$ cat src/rtl/cfrp_pkg.sv
// Shared types and constants for the framed reply parser.
package cfrp_pkg;

  localparam int unsigned FRAME_BYTES = 13;
  localparam int unsigned POS_W       = $clog2(FRAME_BYTES);
  localparam logic [POS_W-1:0] LAST_POS = POS_W'(FRAME_BYTES - 1);

  localparam logic [7:0]  START_MARK = 8'h02;
  localparam logic [7:0]  END_MARK   = 8'h03;
  localparam logic [15:0] CRC_TOP    = 16'h8000;
  localparam logic [15:0] POLY_RESET = 16'h8001;
  localparam logic [15:0] SEED_RESET = 16'h0000;

  // byte positions inside the reply frame
  localparam logic [POS_W-1:0] POS_JOINT     = POS_W'(1);
  localparam logic [POS_W-1:0] POS_MOTOR_HI  = POS_W'(3);
  localparam logic [POS_W-1:0] POS_MOTOR_LO  = POS_W'(4);
  localparam logic [POS_W-1:0] POS_GEAR_HI   = POS_W'(5);
  localparam logic [POS_W-1:0] POS_GEAR_LO   = POS_W'(6);
  localparam logic [POS_W-1:0] POS_SWITCHES  = POS_W'(7);
  localparam logic [POS_W-1:0] POS_READY     = POS_W'(8);
  localparam logic [POS_W-1:0] POS_CRC_LAST  = POS_W'(9);
  localparam logic [POS_W-1:0] POS_CRC_HI    = POS_W'(10);
  localparam logic [POS_W-1:0] POS_CRC_LO    = POS_W'(11);

  // configuration register indexes
  localparam int unsigned CFG_ADDR_W = 1;
  localparam logic [CFG_ADDR_W-1:0] REG_CRC_POLY = 1'b0;
  localparam logic [CFG_ADDR_W-1:0] REG_CRC_SEED = 1'b1;

  typedef enum logic [1:0] {
    ST_VALID  = 2'd0,
    ST_MARKER = 2'd1,
    ST_CRC    = 2'd2
  } frame_status_t;

  typedef struct packed {
    frame_status_t      frame_status;
    logic [7:0]         joint_num;
    logic signed [15:0] motor_pos;
    logic signed [15:0] gear_pos;
    logic               limit_one;
    logic               limit_two;
    logic [7:0]         ready_status;
    logic [15:0]        crc_computed;
    logic [15:0]        crc_in_frame;
  } result_t;

  localparam int unsigned OUT_DATA_W = 88;

endpackage

$ cat src/rtl/cfrp_crc8.sv
// Byte-wide MSB-first CRC-16 update, eight shift steps unrolled.
module cfrp_crc8 import cfrp_pkg::*; (
  input  logic [15:0] crc_in,
  input  logic [15:0] poly,
  input  logic [7:0]  data,
  output logic [15:0] crc_out
);

  always_comb begin
    logic [15:0] c;
    c = crc_in ^ {data, 8'h00};
    for (int k = 0; k < 8; k++) begin
      if ((c & CRC_TOP) != 16'h0000) begin
        c = {c[14:0], 1'b0} ^ poly;
      end else begin
        c = {c[14:0], 1'b0};
      end
    end
    crc_out = c;
  end

endmodule

$ cat src/rtl/cfrp_frame.sv
// Frame tracker: byte position, running CRC, field capture and result build.
module cfrp_frame import cfrp_pkg::*; (
  input  logic        clk,
  input  logic        rst,
  input  logic        accept,
  input  logic [7:0]  rx_byte,
  input  logic        frame_start,
  input  logic [15:0] crc_poly,
  input  logic [15:0] crc_seed,
  output logic        at_last,
  output logic        res_valid,
  output result_t     res
);

  logic [POS_W-1:0] pos;
  logic [POS_W-1:0] pos_eff;
  logic [15:0]      crc_running;
  logic [15:0]      crc_base;
  logic [15:0]      crc_next;
  logic             start_ok;
  logic [7:0]       cap_joint;
  logic [15:0]      cap_motor;
  logic [15:0]      cap_gear;
  logic [7:0]       cap_switches;
  logic [7:0]       cap_ready;
  logic [15:0]      cap_crc;

  // a new frame start, or an out-of-range position, restarts at byte 0
  assign pos_eff  = (frame_start || pos > LAST_POS) ? '0 : pos;
  assign at_last  = (pos == LAST_POS);
  assign crc_base = (pos_eff == '0) ? crc_seed : crc_running;

  cfrp_crc8 u_crc (
    .crc_in  (crc_base),
    .poly    (crc_poly),
    .data    (rx_byte),
    .crc_out (crc_next)
  );

  always_ff @(posedge clk) begin
    if (rst) begin
      pos         <= '0;
      crc_running <= '0;
      start_ok    <= 1'b0;
    end else if (accept) begin
      pos <= (pos_eff == LAST_POS) ? '0 : pos_eff + POS_W'(1);
      if (pos_eff <= POS_CRC_LAST) begin
        crc_running <= crc_next;
      end
      if (pos_eff == '0) begin
        start_ok <= (rx_byte == START_MARK);
      end
    end
  end

  always_ff @(posedge clk) begin
    if (accept) begin
      unique case (pos_eff)
        POS_JOINT:    cap_joint        <= rx_byte;
        POS_MOTOR_HI: cap_motor[15:8]  <= rx_byte;
        POS_MOTOR_LO: cap_motor[7:0]   <= rx_byte;
        POS_GEAR_HI:  cap_gear[15:8]   <= rx_byte;
        POS_GEAR_LO:  cap_gear[7:0]    <= rx_byte;
        POS_SWITCHES: cap_switches     <= rx_byte;
        POS_READY:    cap_ready        <= rx_byte;
        POS_CRC_HI:   cap_crc[15:8]    <= rx_byte;
        POS_CRC_LO:   cap_crc[7:0]     <= rx_byte;
        default: ;
      endcase
    end
  end

  // result is formed from the end byte and the captured frame
  assign res_valid = accept && (pos_eff == LAST_POS);

  always_comb begin
    if (!start_ok || rx_byte != END_MARK) begin
      res.frame_status = ST_MARKER;
    end else if (crc_running != cap_crc) begin
      res.frame_status = ST_CRC;
    end else begin
      res.frame_status = ST_VALID;
    end
    res.joint_num    = cap_joint;
    res.motor_pos    = cap_motor;
    res.gear_pos     = cap_gear;
    res.limit_one    = cap_switches[0];
    res.limit_two    = cap_switches[1];
    res.ready_status = cap_ready;
    res.crc_computed = crc_running;
    res.crc_in_frame = cap_crc;
  end

`ifndef SYNTHESIS
  a_pos_range: assert property (@(posedge clk) disable iff (rst)
    pos <= LAST_POS)
    else $error("byte position left the frame");

  a_start_restarts: assert property (@(posedge clk) disable iff (rst)
    accept && frame_start |=> pos == POS_W'(1))
    else $error("frame start did not restart the frame");

  a_result_wraps: assert property (@(posedge clk) disable iff (rst)
    res_valid |=> pos == '0)
    else $error("position did not wrap after the end byte");
`endif

endmodule

$ cat src/rtl/cfrp_out_reg.sv
// Output register for one parsed result; holds it until the sink takes it.
module cfrp_out_reg import cfrp_pkg::*; (
  input  logic    clk,
  input  logic    rst,
  input  logic    load,
  input  result_t res,
  input  logic    take,
  output logic    valid,
  output result_t data
);

  always_ff @(posedge clk) begin
    if (rst) begin
      valid <= 1'b0;
    end else if (load) begin
      valid <= 1'b1;
    end else if (take) begin
      valid <= 1'b0;
    end
  end

  always_ff @(posedge clk) begin
    if (load) begin
      data <= res;
    end
  end

endmodule

$ cat src/rtl/crc_framed_reply_parser.sv
// Top level of the framed reply parser with CRC-16 check.
//
//  channel  direction  tdata                  tuser
//  s_*      in         rx_byte                frame_start
//  m_*      out        parsed frame fields    frame_status
//  cfg_*    in         crc_poly / crc_seed write, no handshake
//
//  One byte per cycle while s_tready is high; the CRC byte update and field
//  capture are combinational, into the frame and output registers.
//  A result appears in the output register the cycle after byte 12.
//  Input stalls only when byte 12 is next and the output register still
//  holds an untaken result; other bytes flow while the result waits.
//  rst is synchronous, active high; it restores poly 0x8001, seed 0 and
//  returns to byte 0 with no result pending.
module crc_framed_reply_parser import cfrp_pkg::*; (
  input  logic                  clk,
  input  logic                  rst,
  // input stream
  input  logic                  s_tvalid,
  output logic                  s_tready,
  input  logic [7:0]            s_tdata,   // [7:0] rx_byte
  input  logic                  s_tuser,   // [0] frame_start
  // result stream
  output logic                  m_tvalid,
  input  logic                  m_tready,
  output logic [OUT_DATA_W-1:0] m_tdata,   // [7:0] joint_num, [23:8] motor_pos,
                                           // [39:24] gear_pos, [40] limit_one,
                                           // [41] limit_two, [49:42] ready_status,
                                           // [65:50] crc_computed,
                                           // [81:66] crc_in_frame, [87:82] zero
  output logic [1:0]            m_tuser,   // [1:0] frame_status
  // configuration
  input  logic                  cfg_we,
  input  logic [CFG_ADDR_W-1:0] cfg_addr,
  input  logic [15:0]           cfg_wdata
);

  logic [15:0] crc_poly;
  logic [15:0] crc_seed;
  logic    in_fire;
  logic    at_last;
  logic    res_valid;
  result_t res;
  result_t out_data;

  // configuration registers
  always_ff @(posedge clk) begin
    if (rst) begin
      crc_poly <= POLY_RESET;
      crc_seed <= SEED_RESET;
    end else if (cfg_we) begin
      unique case (cfg_addr)
        REG_CRC_POLY: crc_poly <= cfg_wdata;
        REG_CRC_SEED: crc_seed <= cfg_wdata;
        default: ;
      endcase
    end
  end

  // a byte that may close a frame waits for room in the output register
  assign s_tready = !(at_last && m_tvalid && !m_tready);
  assign in_fire  = s_tvalid && s_tready;

  cfrp_frame u_frame (
    .clk         (clk),
    .rst         (rst),
    .accept      (in_fire),
    .rx_byte     (s_tdata),
    .frame_start (s_tuser),
    .crc_poly    (crc_poly),
    .crc_seed    (crc_seed),
    .at_last     (at_last),
    .res_valid   (res_valid),
    .res         (res)
  );

  cfrp_out_reg u_out (
    .clk   (clk),
    .rst   (rst),
    .load  (res_valid),
    .res   (res),
    .take  (m_tready),
    .valid (m_tvalid),
    .data  (out_data)
  );

  assign m_tuser = out_data.frame_status;
  assign m_tdata = {6'b0,
                    out_data.crc_in_frame,
                    out_data.crc_computed,
                    out_data.ready_status,
                    out_data.limit_two,
                    out_data.limit_one,
                    out_data.gear_pos,
                    out_data.motor_pos,
                    out_data.joint_num};

`ifndef SYNTHESIS
  a_no_overwrite: assert property (@(posedge clk) disable iff (rst)
    res_valid |-> !m_tvalid || m_tready)
    else $error("result transaction overwrote a pending result");

  a_hold_valid: assert property (@(posedge clk) disable iff (rst)
    m_tvalid && !m_tready |=> m_tvalid)
    else $error("result transaction dropped while stalled");

  a_hold_data: assert property (@(posedge clk) disable iff (rst)
    m_tvalid && !m_tready |=> $stable(m_tdata) && $stable(m_tuser))
    else $error("result transaction changed while stalled");
`endif

endmodule

$ cat config.mk
export PLATFORM = sky130hd
export DESIGN_NAME = crc_framed_reply_parser
export DESIGN_NICKNAME = d
export VERILOG_FILES = /design/src/rtl/cfrp_pkg.sv /design/src/rtl/cfrp_crc8.sv /design/src/rtl/cfrp_frame.sv /design/src/rtl/cfrp_out_reg.sv /design/src/rtl/crc_framed_reply_parser.sv
export SDC_FILE = /design/constraint.sdc
export NUM_CORES = 1
export LEC_CHECK = 0
export BUFFER_PORTS_ARGS = -buffer_cell sky130_fd_sc_hd__buf_2
export CORE_ASPECT_RATIO = 1.4
export CORE_MARGIN = 2
export CORE_UTILIZATION = 30
export DETAILED_ROUTE_END_ITERATION = 6
export PLACE_DENSITY = 0.52
export SYNTH_ARGS = -nofsm -noshare
export SYNTH_HDL_FRONTEND = slang
export SYNTH_SLANG_ARGS = --single-unit
$ cat constraint.sdc
create_clock -name clk -period 11.5 [get_ports clk]
set_input_delay 1.725 -clock clk [delete_from_list [all_inputs] [get_ports clk]]
set_output_delay 1.725 -clock clk [all_outputs]
set_load 0.01 [all_outputs]
==> results_dict.tcl, run 1 <==
set metrics [dict create \
    status "complete, no violations" \
    crit_type "in -> reg" \
    synth-compound-area-share_pct 12.6 \
    ys_ff_latch 204 \
    yosysTopAreaCell "edfxtp_1" \
    async_reset_ff_share_pct 0 \
    drv_cap 0 \
    synth_xor_area_share_pct 11.4 \
    fmax_ghz 0.137 \
    cts_setup_buffers 0 \
    drv_slew 0 \
    synth_top_family_by_area "simple AND/OR/NAND/NOR gates" \
    dieWidth_um 157 \
    grt_usage_pct 15.0 \
    tightest_slew_ps 1120 \
    synth.avg_cell_area_um2 11.8 \
    die_area_um2 34100 \
    arrival_ps 7700 \
    firstDrtPassIters 5 \
    place_area_um2 10700 \
    r2r_slack_ps 4850 \
    fillerInstances 3150 \
    dp_hpwl_um 18700 \
    nets 953 \
    cts_made_buffers 19 \
    insertion_delay_ps 510 \
    initial_core_util_pct 30.3 \
    timing.rr.end "u_frame.crc_running[3]" \
    vias_per_cell 4.91 \
    routedWlPerCell_um 18.8 \
    die_y_um 218 \
    min_from "u_frame.cap_motor[12]" \
    yosysTopAreaCellShare_pct 46.1 \
    drt_iter0_drc 555 \
    path_clk_slew_ps 70 \
    yosysWarnings 0 \
    setup_viol 0 \
    power.density_nw_per_um2 168 \
    worstPathMaxFanout 21 \
    r2r_cells 18 \
    p_leak_nw 3.89 \
    yosys.cell_types.count 73 \
    rsz0062_at_grt "no" \
    cp.required_ps 11920 \
    timing.final.crit_share_pct 63.3 \
    peakVddDrop_mv 0.0873 \
    holdPathStages 0 \
    clk_path_buf_depth 3 \
    fin_cells 1370 \
    synth_area_um2 9780 \
    grt_first_pass_wirelength_um 39400 \
    synthTopCellsByArea "edfxtp_1, dfxtp_1, xnor2_1, nand2_1, xor3_1" \
    utilization_pct 35.0 \
    synthCells 831 \
    whs_ps 415 \
    end_kind "flop" \
    drive_gt1_share_pct 18.0 \
    drc 0 \
    synth-simple-area-share_pct 13.4 \
    synthFlopType "edfxtp_1" \
    r2r-start "u_frame.pos[2]" \
    grt_pass1_vias 6605 \
    fin_setup_tns_ps 0 \
    cts_hold_buf 0 \
    grt_overflow 0 \
    gp_congestion 0.836 \
    ctsRootBufferMaster "clkbuf_16" \
    yosysSeqAreaShare_pct 57.1 \
    io_buffers 116 \
    post_cts_resized 0 \
    synth_most_common_cell "edfxtp_1" \
    synth_common_cells "edfxtp_1, nand2_1, xnor2_1, dfxtp_1, a21oi_1" \
    drtAntennaViolNets 0 \
    min_to "u_out.data[70]" \
    htree_levels 1 \
    skew_ps 22.7 \
    area_growth_pct 15.5 \
    vias 6721 \
    placed_cells 1336 \
    cts_tree "done" \
    clock_sinks 204 \
    antenna_found_initial 1 \
    hold_violations 0 \
    rows 78 \
    antenna_cells 0 \
    relSlewSlack_pct 24.5 \
    startpoint_type "primary input" \
    layout_min_cycle_time_ps 7270 \
    final_area_um2 11300 \
    synthAdderAreaFrac_pct 0.640 \
    hold_class "reg -> reg" \
    io_pins 123 \
    grt_max_degree 80 \
    core_area_um2 32300 \
    wl_um 25800 \
    synth_edf_count 150 \
    synth_mux_area_share_pct 1.54 \
]
## layout make-up
type / count / area [um^2] / share of cell area (%)
Inverter: 12 / 45.0 / 0.399
Multi-Input combinational cell: 557 / 3910 / 34.6
Timing Repair Buffer: 123 / 633 / 5.60
Tap cell: 440 / 551 / 4.87
Clock buffer: 21 / 483 / 4.28
Clock inverter: 13 / 90.1 / 0.798
Sequential cell: 204 / 5590 / 49.4
## report_power, final
group	switching [mW]	internal, mW
sequential	0.0469	0.809
combinational	0.278	0.179
clock	0.278	0.310
## layout by cell type (no fill, tap or decap), types with 13 or more instances in the layout
cell type | synthesis | layout
edfxtp_1 | 150 | 150
dfxtp_1 | 54 | 54
mux2i_1 | 15 | 15
nand3_1 | 34 | 34
clkbuf_16 | 0 | 19
a21oi_1 | 50 | 50
buf_2 | 4 | 116
xnor2_1 | 74 | 73
nand2_1 | 127 | 127
nor2_1 | 22 | 22
and2_1 | 13 | 13
## worst max-delay path by stage
stage               slack, ps                     end    start
global placement         3970  u_frame.crc_running[3]  s_tuser
CTS                      4260  u_frame.crc_running[3]  s_tuser
global route             3590  u_frame.crc_running[3]  s_tuser
floorplan                4590           u_out.data[0]  s_tuser
detailed placement       3740  u_frame.crc_running[3]  s_tuser
finish                   4230  u_frame.crc_running[3]  s_tuser
## state kept, by name, indices dropped and copies added, names as in the netlist
register and cells:
u_frame.cap_ready 8, u_frame.cap_gear 16, u_frame.crc_running 16, crc_poly 16
crc_seed 16, u_frame.cap_joint 8, u_frame.cap_motor 16, u_frame.start_ok 1
u_frame.cap_crc 16, u_frame.cap_switches 2, u_frame.pos 4, u_out.valid 1
u_out.data 84
## logic make-up after synthesis
group,after synthesis
adder cells (fa/ha/maj),5
other,1
multiplexers,15
XOR/XNOR,98
AO/OA/AOI/OAI,166
flip-flops,204
buffers and inverters,75
AND/OR/NAND/NOR,267
## per-layer routing
metal | vias to the layer above | global-route usage (%) | share of wire (%)
met1 | 3255 | 17.2 | 39
met5 | - | 0 | 0.043
met3 | 44 | 1.35 | 3.9
li1 | 3231 | - | -
met2 | 189 | 28.5 | 54
met4 | 2 | 5.90 | 3.5
## critical path: stages
cell	delay, ps
buf_2	160
nor2_1	320
and2_1	230
inv_1	90
ha_1	310
nand2_1	120
a21oi_1	50
o21ai_1	430
and2_1	600
a211oi_1	170
a211oi_2	400
xnor3_1	600
nand2_1	160
xor2_1	410
xor2_1	370
nand3_1	580
and4_1	470
a211o_1	270
a311oi_1	230
## per-stage QoR
stage / total power [mW] / worst slack (ps)
2_1_floorplan: 1.21 / 4590
3_3_place_gp: 1.32 / 3970
3_5_place_dp: 1.33 / 3740
4_1_cts: 1.92 / 4260
5_1_grt: 1.99 / 3590
6_report: 1.90 / 4230
Power figures use the tool's default switching activity.
==> run 2: changes to the inputs <==
--- a/config.mk
+++ b/config.mk
@@ -10,7 +10,7 @@
 export CORE_MARGIN = 2
 export CORE_UTILIZATION = 30
 export DETAILED_ROUTE_END_ITERATION = 6
-export PLACE_DENSITY = 0.52
+export PLACE_DENSITY = 0.53
 export SYNTH_ARGS = -nofsm -noshare
 export SYNTH_HDL_FRONTEND = slang
 export SYNTH_SLANG_ARGS = --single-unit
==> constraint.sdc (replaced) <==
create_clock -name clk -period 6.48 [get_ports clk]
set_input_delay 0.972 -clock clk [delete_from_list [all_inputs] [get_ports clk]]
set_output_delay 0.972 -clock clk [all_outputs]
set_load 0.01 [all_outputs]
==> results_dict.tcl, run 2 (same netlist as run 1, synthesis figures left out) <==
set metrics [dict create \
    power.density_nw_per_um2 312 \
    setup_viol 0 \
    r2r-start "u_frame.pos[0]" \
    wl_um 25500 \
    die_area_um2 34100 \
    firstDrtPassIters 5 \
    drive_gt1_share_pct 19.6 \
    insertion_delay_ps 490 \
    drv_slew 0 \
    largest_reg_flops 84 \
    path_clk_slew_ps 70 \
    nets 972 \
    io_buffers 116 \
    clock_sinks 204 \
    utilization_pct 35.7 \
    p_leak_nw 4.03 \
    arrival_ps 6340 \
    drt_iter0_drc 429 \
    startpoint_type "flop" \
    cts_tree "done" \
    gp_congestion 0.819 \
    r2r_slack_ps 570 \
    fmax_ghz 0.169 \
    drtAntennaViolNets 0 \
    critPathTopFamily "compound AO/OA/AOI/OAI gates" \
    vias 6729 \
    routedWlPerCell_um 18.4 \
    cp_num_cells 20 \
    largest-register "u_out.data" \
    antenna_cells 0 \
    final_cell_mix "edfxtp_1, nand2_1, buf_2" \
    vias_per_cell 4.85 \
    fin_setup_tns_ps 0 \
    end_kind "flop" \
    dp_hpwl_um 19000 \
    timing.rr.end "u_frame.crc_running[14]" \
    hold_violations 0 \
    seq_area_um2 5590 \
    peakVddDrop_mv 0.131 \
    fillerInstances 3142 \
    relSlewSlack_pct 33.3 \
    finalPower_mw 3.60 \
    crit_buf_inv 2 \
    cts_made_buffers 19 \
    slowest_delay_ps 490 \
    drc 0 \
    grt_pass1_vias 6717 \
    tightest_slew_ps 996 \
    crit_path_top_delay_cell "or3_1" \
    initial_core_util_pct 30.3 \
    setup.worst_path.start "u_frame.pos[0]" \
    post_cts_resized 0 \
    area_growth_pct 17.9 \
    drv_cap 0 \
    io_pins 123 \
    grt_first_pass_wirelength_um 38800 \
    layout_min_cycle_time_ps 5910 \
    cp.required_ps 6910 \
    worstPathMaxFanout 19 \
    dieWidth_um 157 \
    grt_overflow 0 \
    timing.final.crit_share_pct 91.2 \
    die_y_um 218 \
    multiInputGateArea_um2 3910 \
    clk_path_buf_depth 3 \
    hold_class "reg -> reg" \
    cts_hold_buf 0 \
    grt_usage_pct 14.8 \
    core_area_um2 32300 \
    antenna_found_initial 0 \
    final_common_cell "edfxtp_1" \
    endpoint "u_frame.crc_running[14]" \
    cts_setup_buffers 0 \
    r2r_cells 20 \
    rsz0062_at_grt "no" \
    crit_type "reg -> reg" \
    skew_ps 8.58 \
    crit_chain "o211a_2 > nor2_1 > and2_1 > inv_1 > ha_1 > nand2_1 > a21oi_1 > or3_1 > and3_1 > a31oi_1 > a211oi_1 > or4_1 > a211o_1 > nand2_2 > xnor3_1 > a221oi_2 > xnor2_2 > buf_4 > a2111o_1 > nand3_1" \
    ctsRootBufferMaster "clkbuf_16" \
    status "complete, no violations" \
    htree_levels 1 \
    grt_max_degree 57 \
    rows 78 \
]
run 2: cell count changes in the layout (fill, tap and decap cells not counted):
cell	before	now
buf_4	7	26
bufinv_16	0	5
clkbuf_1	2	3
clkinv_1	5	2
clkinv_8	1	0
clkinvlp_4	3	1
inv_6	3	1
run 2: cell type report:
type,instances,area share (%)
timing repair buffer,142,6.73
clock inverter,10,1.56
sequential,204,48.4
multi-input combinational,557,33.9
clock buffer,22,4.22
tap,440,4.77
inverter,12,0.391
run 2: how the worst min path moves through the flow:
stage / from / end / slack (ps) / depth (start not counted)
floorplan: u_frame.cap_ready[0] / u_out.data[32] / 400 / 0
detailed placement: u_frame.cap_ready[2] / u_out.data[34] / 400 / 0
CTS: u_frame.cap_ready[5] / u_out.data[37] / 420 / 0
global route: u_frame.cap_motor[2] / u_out.data[60] / 420 / 0
global placement: u_frame.cap_motor[1] / u_out.data[59] / 400 / 0
finish: u_frame.cap_ready[5] / u_out.data[37] / 410 / 0
run 2: through the flow:
stage | setup slack [ps] | area [um^2] | hold slack [ps] | cells
2_1_floorplan | 319 | 9800 | 400 | 836
3_3_place_gp | 373 | 10900 | 401 | 1355
3_5_place_dp | 216 | 10900 | 405 | 1355
4_1_cts | 659 | 11500 | 415 | 1387
5_1_grt | 137 | 11500 | 420 | 1387
6_report | 567 | 11500 | 415 | 1387
run 2: routing by layer:
layer / GRT usage, % / routed length, um / vias to the layer above
met5: 0 / 0 / -
met4: 6.09 / 906 / 0
met3: 1.45 / 1030 / 40
met2: 28.8 / 13800 / 195
met1: 16.3 / 9780 / 3229
li1: - / - / 3265
run 2: report_power, final:
group	internal, mW	switching [mW]	total (mW)
clock	0.739	0.464	1.20
sequential	1.44	0.0760	1.51
combinational	0.377	0.510	0.887
